`config.mk`:
```
export PLATFORM = sky130hd
export DESIGN_NAME = hll_ctrl
export DESIGN_NICKNAME = d
export VERILOG_FILES = /design/src/hw/rtl/hll_pkg.sv /design/src/hw/rtl/hll_ctrl.sv
export SDC_FILE = /design/constraint.sdc
export NUM_CORES = 1
export LEC_CHECK = 0
export ABC_AREA = 1
export BUFFER_PORTS_ARGS = -buffer_cell sky130_fd_sc_hd__buf_2
export CAP_MARGIN = 20
export CORE_AREA = 2 2 39 41
export CTS_CLUSTER_SIZE = 8
export DETAILED_ROUTE_END_ITERATION = 8
export DIE_AREA = 0 0 41 43
export PLACE_DENSITY = 0.68
export SKIP_LAST_GASP = 1
export SLEW_MARGIN = 20
export SYNTH_ARGS = -nofsm -noshare
export SYNTH_HDL_FRONTEND = slang
export SYNTH_SLANG_ARGS = --single-unit
```
`constraint.sdc`:
```
create_clock -name clk -period 2.75 [get_ports clk]
set_input_delay 0.1375 -clock clk [delete_from_list [all_inputs] [get_ports clk]]
set_output_delay 0.1375 -clock clk [all_outputs]
set_load 0.005 [all_outputs]
```
`src/hw/rtl/hll_pkg.sv`:
```
`timescale 1ns / 1ps
// ----------------------------------------------------------------------------
// hll_pkg
// Shared constants, controller states and control/status bundles of the
// HyperLogLog sketch.
// ----------------------------------------------------------------------------
package hll_pkg;

  localparam int INDEX_BITS = 10;
  localparam int M          = 1 << INDEX_BITS;
  localparam int LOW_W      = 64 - INDEX_BITS;
  localparam int RANK_W     = 6;
  localparam int FRAC       = 56;
  localparam int SUM_W      = INDEX_BITS + FRAC + 1;
  localparam int ZERO_W     = INDEX_BITS + 1;
  localparam int SCALE_W    = 40;
  localparam int NUM_W      = SCALE_W + 48;
  localparam int OVER_STEPS = NUM_W - 64;
  localparam int DIV_STEPS  = NUM_W;
  localparam int SQ_STEPS   = FRAC;
  localparam int STEP_W     = (INDEX_BITS > 7) ? INDEX_BITS : 7;
  localparam int ADDR_W     = 4;

  localparam logic [RANK_W-1:0] EMPTY_RANK = RANK_W'(65 - INDEX_BITS);
  localparam logic [63:0] SMALL_LIM = 64'((5 * M) / 2);
  localparam logic [63:0] LARGE_TH  = 64'd614891469123651720;
  localparam logic [63:0] LN2_Q64   = 64'hB17217F7D1CF79AB;
  localparam logic [SCALE_W-1:0] SCALE_RESET = 40'd193337000;

  // register index decoded from paddr[ADDR_W-1:3] (64-bit registers)
  localparam logic REG_SCALE = 1'b0;

  typedef enum logic [3:0] {
    ST_CLEAR, ST_IDLE, ST_READ, ST_WRITE, ST_SWEEP, ST_DRAIN, ST_DIV_INIT,
    ST_DIV, ST_RANGE, ST_LOG, ST_SQ, ST_SQ_WAIT, ST_FIN, ST_FIN_WAIT, ST_RESULT
  } state_t;

  typedef struct packed {
    logic step_clr;
    logic step_inc;
    logic clr_wr;
    logic load_item;
    logic upd_rd;
    logic upd_wr;
    logic sweep_rd;
    logic div_init;
    logic div_step;
    logic range_sel;
    logic log_init;
    logic sq_start;
    logic sq_take;
    logic fin_start;
    logic fin_take;
    logic out_load;
  } cmd_t;

  typedef struct packed {
    logic mem_last;
    logic div_last;
    logic sq_last;
    logic need_log;
    logic mul_done;
    logic out_busy;
  } stat_t;

endpackage

```
`src/hw/rtl/hll_ctrl.sv`:
```
`timescale 1ns / 1ps
// ----------------------------------------------------------------------------
// hll_ctrl
// Controller: clears the store after reset, then sequences update, sweep,
// divide, optional log correction and result hand-off for each item.
// ----------------------------------------------------------------------------
module hll_ctrl (
  input  logic           clk,
  input  logic           rst,
  input  logic           in_valid,
  output logic           in_ready,
  input  hll_pkg::stat_t st,
  output hll_pkg::cmd_t  cmd
);
  import hll_pkg::*;

  state_t state, state_next;

  always_ff @(posedge clk) begin
    if (rst) state <= ST_CLEAR;
    else     state <= state_next;
  end

  always_comb begin
    state_next = state;
    cmd        = '0;
    in_ready   = 1'b0;
    unique case (state)
      ST_CLEAR: begin
        cmd.clr_wr   = 1'b1;
        cmd.step_inc = 1'b1;
        if (st.mem_last) begin
          cmd.step_clr = 1'b1;
          state_next   = ST_IDLE;
        end
      end
      ST_IDLE: begin
        in_ready = 1'b1;
        if (in_valid) begin
          cmd.load_item = 1'b1;
          state_next    = ST_READ;
        end
      end
      ST_READ: begin
        cmd.upd_rd = 1'b1;
        state_next = ST_WRITE;
      end
      ST_WRITE: begin
        cmd.upd_wr   = 1'b1;
        cmd.step_clr = 1'b1;
        state_next   = ST_SWEEP;
      end
      ST_SWEEP: begin
        cmd.sweep_rd = 1'b1;
        cmd.step_inc = 1'b1;
        if (st.mem_last) begin
          cmd.step_clr = 1'b1;
          state_next   = ST_DRAIN;
        end
      end
      ST_DRAIN: state_next = ST_DIV_INIT;
      ST_DIV_INIT: begin
        cmd.div_init = 1'b1;
        state_next   = ST_DIV;
      end
      ST_DIV: begin
        cmd.div_step = 1'b1;
        cmd.step_inc = 1'b1;
        if (st.div_last) begin
          cmd.step_clr = 1'b1;
          state_next   = ST_RANGE;
        end
      end
      ST_RANGE: begin
        cmd.range_sel = 1'b1;
        state_next    = st.need_log ? ST_LOG : ST_RESULT;
      end
      ST_LOG: begin
        cmd.log_init = 1'b1;
        state_next   = ST_SQ;
      end
      ST_SQ: begin
        cmd.sq_start = 1'b1;
        state_next   = ST_SQ_WAIT;
      end
      ST_SQ_WAIT: begin
        if (st.mul_done) begin
          cmd.sq_take  = 1'b1;
          cmd.step_inc = 1'b1;
          if (st.sq_last) begin
            cmd.step_clr = 1'b1;
            state_next   = ST_FIN;
          end else begin
            state_next = ST_SQ;
          end
        end
      end
      ST_FIN: begin
        cmd.fin_start = 1'b1;
        state_next    = ST_FIN_WAIT;
      end
      ST_FIN_WAIT: begin
        if (st.mul_done) begin
          cmd.fin_take = 1'b1;
          state_next   = ST_RESULT;
        end
      end
      ST_RESULT: begin
        if (!st.out_busy) begin
          cmd.out_load = 1'b1;
          state_next   = ST_IDLE;
        end
      end
      default: state_next = ST_CLEAR;
    endcase
  end

endmodule

```
## Word-level counts from Yosys, hierarchy flattened

Index checks and enable logic that the tools add are counted.

| cells by class | value |
|---|---|
| multiplexer cells | 34 |
| equal/unequal tests | 21 |
| reductions and logical operators | 4 |

Operators by type and width:

| cell | number |
|---|---|
| case mux 4 bit (15 select lines) | 1 |
| == test 4 bit, second input constant | 7 |
| 2-to-1 mux 4 bit | 7 |
| 2-to-1 mux 1 bit | 21 |
| == test 4 x 3 -> 1 bit, second input constant | 4 |
| != test 2 bit, second input constant | 7 |
| == test 4 x 2 -> 1 bit, second input constant | 2 |
| AND reduction 7 bit | 1 |
| 2-to-1 mux 3 bit | 2 |
| == test 4 x 1 -> 1 bit, second input constant | 1 |
| zero test 4 bit | 1 |
| case mux 1 bit (4 select lines) | 1 |
| OR reduction 3 bit | 1 |
| 2-to-1 mux 2 bit | 1 |
| case mux 1 bit (2 select lines) | 1 |
| OR reduction 2 bit | 1 |

| storage, ports and cells | value |
|---|---|
| logic and storage cells | 60 |
| output and inout bits | 17 |
| input bits | 9 |
| register bits after elaboration | 4 |

## Longest topological paths before layout

Gate-level depths: netlist of run 1.

| logic depth | value |
|---|---|
| word-level depth | 3 |
| depth in mapped cells | 8 |

## Worst setup path after synthesis of run 1

No wires, ideal clock.

| path | value |
|---|---|
| path kind | flip-flop to flip-flop |
| from | register state[0] |
| to | register state[0] |
| stages on the path, launching flop included | 9 |
| path buffers | 0 |
| setup slack | 1583 ps |
| clock period less this slack | 1167 ps |
| arrival | 1054 ps |
| cells stage by stage | dfxtp_1 > nand2_1 > inv_1 > nand3_1 > nand2_1 > nor2_1 > nand2_2 > o21bai_1 > nor2_1 |

| on the way | value |
|---|---|
| longest elaborated chain between the ends | 3 |

RTL lines:

| what | line | RTL |
|---|---|---|
| from (decl) | hll_ctrl.sv:17 | `state_t state, state_next;` |
| from (signal assigned) | hll_ctrl.sv:21 | `else state <= state_next;` |
| == test 4 x 3 -> 1 bit, or another cell as far along | hll_ctrl.sv:28 | `unique case (state)` |
| != test 2 bit (no line) | - |  |
| AND reduction 7 bit (no line) | - |  |

Parallel ways exist; a longest one is shown, timed or not.
A chain may end at the register's enable or synchronous reset.

==> results of run 1 <==
[cell families after synthesis]
kind of cell	synth area share (%)
AOI/OAI and AO/OA	12.04
buffers and inverters	12.57
DFF	16.75
and+or+nand+nor	58.64
[critical path, stage by stage (launching register included)]
cell,delay [ns]
dfxtp_1,0.44
inv_1,0.13
nor2_2,0.17
nand2_1,0.13
inv_1,0.09
nand2_1,0.07
o2111ai_1,0.09
buf_2,0.14
[per-layer routing]
metal	GRT usage (%)	up-vias
met5	0	-
met4	8.000	0
met3	0	2
met2	28.13	26
met1	24.12	292
li1	-	355
[report_power, final]
part / leakage, nW / internal [mW] / switching [mW]
logic: 0.344 / 0.0560 / 0.0884
registers: 0.0327 / 0.0663 / 0.0122
clock network: 0.0138 / 0.0487 / 0.0226
total: 0.391 / 0.171 / 0.123
[cells in the mapped netlist]
cell type   n  area (um^2)
nor2_1     24        90.09
nand2_1    22        82.58
inv_1      16        60.06
nand3_1    11        55.05
dfxtp_1     4        80.08
nor3_1      4        20.02
nor2_2      3        18.77
a21oi_1     2        10.01
a21oi_2     1        8.760
nand2_2     1        6.260
nand3b_1    1        7.510
o2111ai_1   1        8.760
o21ai_1     1        5.000
o21ai_2     1        8.760
o21bai_1    1        7.510
o221ai_1    1        8.760
[worst max-delay path by stage]
stage               startpoint       end  slack, ns
floorplan             state[0]  state[0]       1.58
global placement      state[3]   cmd[15]       1.39
detailed placement    state[3]   cmd[15]       1.40
CTS                   state[3]   cmd[15]       1.14
global route          state[2]   cmd[15]       0.97
finish                state[2]   cmd[15]       1.12
[cell usage in the layout, fill, tap and decap left out, types with 2 or more instances in the layout]
cell | synthesis | routed
buf_2 | 0 | 25
nor2_1 | 24 | 24
nand2_1 | 22 | 22
inv_1 | 16 | 16
nand3_1 | 11 | 11
nor3_1 | 4 | 4
dfxtp_1 | 4 | 4
nor2_2 | 3 | 3
clkbuf_4 | 0 | 3
a21oi_1 | 2 | 2
[stage by stage]
step | total power, mW | instances
2_1_floorplan | 0.1720 | 94
3_3_place_gp | 0.2210 | 135
3_5_place_dp | 0.2228 | 135
4_1_cts | 0.2961 | 138
5_1_grt | 0.3264 | 138
6_report | 0.2941 | 138
[area by class of cell]
class,instances,area share (%)
Multi-Input combinational cell,74,52.33
Timing Repair Buffer,25,19.38
Sequential cell,4,12.40
Inverter,16,9.302
Clock buffer,3,3.488
Tap cell,16,3.101
==> run_results.csv, run 1 <==
group,metric,value,unit
run_status,status,"finished, final reports clean",
worst_setup_path,crit_fanout,6,
detailed_routing,top_layer_used,"met4",
die,die_w,41,um
finish,largest_reg_flops,4,
sta,timing.hold.ws,0.09262,ns
worst_setup_path,regToRegSetupSlack,1.40,ns
clock_tree,postCtsHoldBufs,0,
global_routing,grt_max_degree,8,
hold_path,min_from,"rst",
global_routing,grt.overflow.total,0,
hold_path,min_path_type,"in2reg",
global_routing,grt_pass1_vias,567,
detailed_routing,routed_wirelength,1392,um
die,pin_count,26,
yosys,ys_ff_latch,4,
detailed_routing,drcViolationCount,0,
worst_setup_path,r2r-start,"state[3]",
placement,io_buffers,25,
sta,min_period,1.626,ns
placement,dpl_cell_area,623.1,um^2
global_routing,grt_pass1_wl,2221,um
detailed_routing,vias,675,
sta,finalSetupViolCount,0,
power_and_ir_drop,irDropWorstVdd,0.2143,mV
finish,fin_area,645.6,um^2
finish,final_core_util,46.65,%
detailed_routing,drt_iter0_drc,11,
worst_setup_path,cp-end-kind,"primary output",
yosys,synth_cells,94,
die,rows,14,
detailed_routing,viasPerCell,4.891,
clock_tree,clk_latency,0.23,ns
sta,period_share,59.12,%
clock_tree,cts_resized,0,
sta,slew_violations,0,
finish,multi_input_area,337.8,um^2
hold_path,min_path_cells,2,
power_and_ir_drop,p_leak,0.3908,nW
clock_tree,clk_pin_slew,0.03,ns
sta,layout_setup_ws,1.124,ns
power_and_ir_drop,powerDensity,455.6,nW/um^2
detailed_routing,met3_length,97,um
sta,finClkSkew,0.003363,ns
clock_tree,clock-sinks,4,
worst_setup_path,worstPathArrival,1.49,ns
global_routing,antenna_found_initial,0,
finish,regMostFlops,"state",
die,dieArea,1763,um^2
sta,fmax,615.1,MHz
placement,gp_congestion,0.8744,
finish,drive_above_1_share,27.87,%
die,initial_core_util,34.54,%
sta,worst_slew_margin_rel,83.06,%
yosys,avgSynthCellArea,5.085,um^2
finish,nets,133,
clock_tree,htree_levels,1,
die,core,1384,um^2
yosys,syn_area,478.0,um^2
sta,rsz0062_at_grt,"no",
yosys,ys_types,16,
clock_tree,cts_setup_buffers,0,
placement,place_ws,1.401,ns
hold_path,hold_end,"state[2]",
detailed_routing,first_pass_iters,4,
finish,top_regs,"state x4",
sta,finalHoldViolCount,0,
clock_tree,cts_tree,"done",
finish,n_antenna_cell,0,
detailed_routing,routedWlPerCell,10.09,um
yosys,yosysSeqAreaShare,16.75,%
worst_setup_path,start_kind,"flip-flop",
detailed_routing,wl_met1,659,um
clock_tree,cts_buffers,3,
finish,seq_area,80.08,um^2
detailed_routing,wl_met2,619,um
worst_setup_path,reg2reg_to,"state[2]",
job,max_cap_viol_count,0,
detailed_routing,ant_nets,0,
yosys,ys_warn_count,0,
clock_tree,cts_buffer_depth,2,
clock_tree,clock-root-buffer,"clkbuf_4",
finish,syn2layout_area_growth,35.08,%
die,die_height,43,um
yosys,synth_nets,103,
worst_setup_path,r2r_cells,7,
worst_setup_path,crit_type,"reg2out",
placement,dpl.hpwl,1131,um
sta,tightest_slew,0.2535,ns
sta,tns,0,ns
worst_setup_path,required,2.61,ns
global_routing,grt_use_total,17.77,%
finish,fillers,173,
Note: power is estimated with default switching activity, not from simulation.
==> run 2: changes to the inputs <==
clock period = 1.6 ns   (was 2.75 ns; I/O delays follow)
==> run_results.csv, run 2 (same netlist as run 1, synthesis figures left out) <==
group,metric,value,unit
detailed_routing,viasPerCell,4.681,
finish,n_antenna_cell,0,
finish,final_core_util,47.02,%
finish,fin_area,650.6,um^2
power_and_ir_drop,internal-power,0.2970,mW
sta,finalHoldViolCount,0,
worst_setup_path,crit_type,"reg2out",
clock_tree,cts_buffers,3,
finish,mostFrequentLayoutCell,"buf_2",
global_routing,grt_use_total,17.37,%
sta,period_share,90.07,%
placement,dpl_cell_area,623.1,um^2
clock_tree,cts_tree,"done",
hold_path,min_path_type,"in2reg",
power_and_ir_drop,p_clk_share,23.5,%
worst_setup_path,crit_start,"state[0]",
die,pin_count,26,
finish,nets,133,
die,rows,14,
clock_tree,clock-sinks,4,
worst_setup_path,path_cells,"nand2_1 > inv_1 > nand2_1 > nor2_1 > nand2_1 > o2111ai_1 > buf_2",
finish,regMostFlops,"state",
worst_setup_path,required,1.52,ns
worst_setup_path,crit_top_cell,"nand2_1",
worst_setup_path,slowest_delay,0.37,ns
power_and_ir_drop,irDropWorstVdd,0.4206,mV
clock_tree,postCtsHoldBufs,0,
detailed_routing,ant_nets,0,
worst_setup_path,r2r_cells,8,
finish,fillers,164,
global_routing,antenna_found_initial,0,
finish,top_regs,"state x4",
sta,min_period,1.441,ns
clock_tree,clock-root-buffer,"clkbuf_4",
worst_setup_path,reg2reg_to,"state[0]",
sta,worst_slew_margin_rel,82.88,%
global_routing,grt.overflow.total,0,
worst_setup_path,cp_slowest_cell,"dfxtp_2",
power_and_ir_drop,comb_power_share,48.9,%
job,max_cap_viol_count,0,
detailed_routing,routed_wirelength,1358,um
placement,place_ws,0.2515,ns
sta,slew_violations,0,
detailed_routing,drcViolationCount,0,
finish,syn2layout_area_growth,36.13,%
sta,layout_setup_ws,0.1589,ns
power_and_ir_drop,p_sw,0.2061,mW
sta,fmax,693.9,MHz
worst_setup_path,regToRegSetupSlack,0.28,ns
global_routing,grt_pass1_vias,562,
placement,io_buffers,25,
sta,finClkSkew,0.0007325,ns
finish,final_cell_mix,"25 x buf_2, 24 x nor2_1, 22 x nand2_1",
worst_setup_path,worstPathArrival,1.36,ns
worst_setup_path,crit_fanout,6,
detailed_routing,first_pass_iters,4,
placement,gp_congestion,0.8842,
power_and_ir_drop,powerDensity,773.2,nW/um^2
global_routing,grt_pass1_wl,2083,um
sta,rsz0062_at_grt,"no",
sta,tightest_slew,0.2562,ns
clock_tree,clk_latency,0.23,ns
clock_tree,htree_levels,1,
finish,layout.cells.non_filler,138,
placement,dpl.hpwl,1127,um
worst_setup_path,cp-end-kind,"primary output",
die,initial_core_util,34.54,%
die,core,1384,um^2
finish,drive_above_1_share,31.15,%
hold_path,min_path_cells,2,
global_routing,grt_max_degree,8,
finish,largest_reg_flops,4,
die,dieArea,1763,um^2
clock_tree,clk_pin_slew,0.03,ns
power_and_ir_drop,switching_share,40.96,%
die,die_height,43,um
clock_tree,cts_buffer_depth,2,
worst_setup_path,start_kind,"flip-flop",
detailed_routing,drt_iter0_drc,8,
worst_setup_path,crit_end,"cmd[15]",
finish,seq_area,85.08,um^2
finish,multi_input_area,337.8,um^2
worst_setup_path,r2r-start,"state[0]",
power_and_ir_drop,p_leak,0.3924,nW
sta,finalSetupViolCount,0,
run_status,status,"finished, final reports clean",
detailed_routing,vias,646,
detailed_routing,routedWlPerCell,9.841,um
power_and_ir_drop,power_frac_seq,27.6,%
placement,dpl.cell_count,135,
die,die_w,41,um
sta,tns,0,ns
## run 2: cell count changes in the layout (fill, tap and decap cells not counted)
cell,previous run,this run
dfxtp_2,0,4
dfxtp_1,4,0
## run 2: metrics by stage
| stage | total power, mW | hold slack [ns] |
|---|---|---|
| finish | 0.5031 | 0.03016 |
| global route | 0.5536 | 0.03595 |
| CTS | 0.5081 | 0.03160 |
| detailed placement | 0.3831 | 0.2764 |
| global placement | 0.3817 | 0.2680 |
| floorplan | 0.2957 | 0.1424 |
## run 2: per-layer routing
| metal | share of wire [%] | track usage (%) | wire, um |
|---|---|---|---|
| met1 | 48 | 20.58 | 649 |
| met2 | 46 | 27.50 | 626 |
| met3 | 6.0 | 3.141 | 82 |
| met4 | 0 | 10.00 | 0 |
| met5 | 0 | 0 | 0 |
## run 2: power groups by stage
stage	Clock, mW	Combinational (mW)	Sequential (mW)
2_1_floorplan	0	0.165	0.130
3_3_place_gp	0	0.245	0.137
3_5_place_dp	0	0.246	0.137
4_1_cts	0.125	0.247	0.136
5_1_grt	0.130	0.281	0.143
6_report	0.118	0.246	0.139
## run 2: how the worst min path moves through the flow
stage,startpoint,to,slack (ns)
after floorplan,rst,state[2],0.14
after global placement,rst,state[2],0.27
after detailed placement,rst,state[2],0.28
after CTS,rst,state[2],0.03
after global routing,rst,state[2],0.04
final,rst,state[2],0.03
## run 2: worst max-delay path, delay by kind of cell, from the launching register on
family / cells / cell delay (ns)
buffers and inverters: 2 / 0.26
flip-flops: 1 / 0.37
AO/OA/AOI/OAI: 1 / 0.07
AND/OR/NAND/NOR: 4 / 0.44
## run 2: timing repair
action,4_1_cts,5_1_grt
resized for setup,0,4
endpoints found under the setup margin,0,1
setup buffers,0,0
endpoints found under the hold margin,0,0
## run 2: layout make-up
class,count,area share [%]
inverter,16,9.231
clock buffer,3,3.462
sequential,4,13.08
timing repair buffer,25,19.23
multi-input combinational,74,51.92
tap,16,3.077
==> run 3: changes to the inputs <==
clock period = 1.7 ns   (was 1.6 ns; I/O delays follow)
==> run_results.csv, run 3 (same netlist as run 1, synthesis figures left out) <==
group,metric,value,unit
clock_tree,htree_levels,1,
detailed_routing,ant_nets,0,
sta,finalHoldViolCount,0,
clock_tree,cts_buffers,3,
global_routing,grt_use_total,16.87,%
worst_setup_path,path_cells,"inv_1 > nor2_1 > nand2_1 > nor2_1 > nand2_1 > o2111ai_1 > buf_2",
global_routing,antenna_found_initial,0,
global_routing,grt_pass1_wl,2028,um
finish,n_antenna_cell,0,
clock_tree,clock-sinks,4,
power_and_ir_drop,irDropWorstVdd,0.4103,mV
die,initial_core_util,34.54,%
power_and_ir_drop,powerDensity,726.1,nW/um^2
worst_setup_path,cp-end-kind,"primary output",
sta,tns,0,ns
clock_tree,cts_setup_buffers,0,
detailed_routing,routed_wirelength,1363,um
placement,dpl.cell_count,135,
finish,syn2layout_area_growth,35.08,%
sta,fmax,653.6,MHz
sta,rsz0062_at_grt,"no",
placement,io_buffers,25,
worst_setup_path,crit_fanout,6,
die,pin_count,26,
finish,drive_above_1_share,27.87,%
clock_tree,clk_latency,0.23,ns
finish,layout.cells.non_filler,138,
worst_setup_path,slowest_delay,0.42,ns
global_routing,grt_max_degree,8,
worst_setup_path,start_kind,"flip-flop",
power_and_ir_drop,p_leak,0.3908,nW
clock_tree,clk_pin_slew,0.03,ns
detailed_routing,vias,655,
sta,period_share,89.99,%
finish,final_cell_mix,"25 x buf_2, 24 x nor2_1, 22 x nand2_1",
worst_setup_path,required,1.62,ns
sta,min_period,1.530,ns
detailed_routing,first_pass_iters,4,
finish,nets,133,
placement,gp_congestion,0.8846,
global_routing,grt.overflow.total,0,
sta,finalSetupViolCount,0,
die,rows,14,
clock_tree,cts_tree,"done",
detailed_routing,drcViolationCount,0,
finish,largest_reg_flops,4,
die,die_height,43,um
die,die_w,41,um
placement,dpl_cell_area,623.1,um^2
sta,tightest_slew,0.2323,ns
detailed_routing,drt_iter0_drc,16,
global_routing,grt_pass1_vias,548,
detailed_routing,viasPerCell,4.746,
finish,mostFrequentLayoutCell,"buf_2",
die,dieArea,1763,um^2
placement,dpl.hpwl,1118,um
sta,finClkSkew,0.0007883,ns
job,max_cap_viol_count,0,
clock_tree,cts_buffer_depth,2,
sta,worst_slew_margin_rel,84.48,%
detailed_routing,routedWlPerCell,9.877,um
clock_tree,clock-root-buffer,"clkbuf_4",
clock_tree,postCtsHoldBufs,0,
worst_setup_path,cp_slowest_cell,"dfxtp_1",
clock_tree,cts_resized,0,
worst_setup_path,crit_type,"reg2out",
finish,fin_area,645.6,um^2
die,core,1384,um^2
sta,slew_violations,0,
run_status,status,"finished, final reports clean",
worst_setup_path,worstPathArrival,1.44,ns
finish,regMostFlops,"state",
finish,top_regs,"state x4",
finish,final_core_util,46.65,%
hold_path,min_path_type,"in2reg",
run 3: area by class of cell:
cell class,count,area (um^2)
fill,151,738.2
tap,16,20.02
multi-input combinational,74,337.8
clock buffer,3,22.52
timing repair buffer,25,125.1
inverter,16,60.06
sequential,4,80.08
run 3: worst paths after layout:
check	startpoint	endpoint	slack (ns)	cells past startpoint
setup reg to reg	state[0]	state[0]	0.34	8
setup / recovery	state[3]	cmd[15]	0.17	7
hold reg to reg	state[1]	state[1]	0.54	2
hold / removal	rst	state[2]	0.05	2
run 3: routing by layer:
| metal | GRT usage (%) | vias up | share of wire [%] |
|---|---|---|---|
| li1 | - | 353 | - |
| met1 | 20.58 | 276 | 48 |
| met2 | 24.06 | 22 | 44 |
| met3 | 3.141 | 4 | 5.1 |
| met4 | 14.00 | 0 | 2.2 |
| met5 | 0 | - | 0 |
run 3: power by group:
part           total (mW)  internal [mW]  switching [mW]
logic               0.230         0.0905           0.140
registers           0.128          0.107          0.0205
clock network       0.111         0.0785          0.0322
total               0.469          0.276           0.192
run 3: through the flow:
step                hold WS (ns)  power (mW)  setup WS [ns]
floorplan                 0.1474      0.2783         0.5326
detailed placement        0.2821      0.3587         0.3543
global route             0.05589      0.5101        0.04601
finish                   0.04624      0.4688         0.1701
CTS                      0.03735      0.4749         0.1715
global placement          0.2730      0.3592         0.3483
run 3: critical path: cells and delay by family, from the launching register on:
| family | cells | cell delay, ns |
|---|---|---|
| DFF | 1 | 0.42 |
| AOI/OAI and AO/OA | 1 | 0.07 |
| buffers and inverters | 2 | 0.27 |
| and+or+nand+nor | 4 | 0.45 |
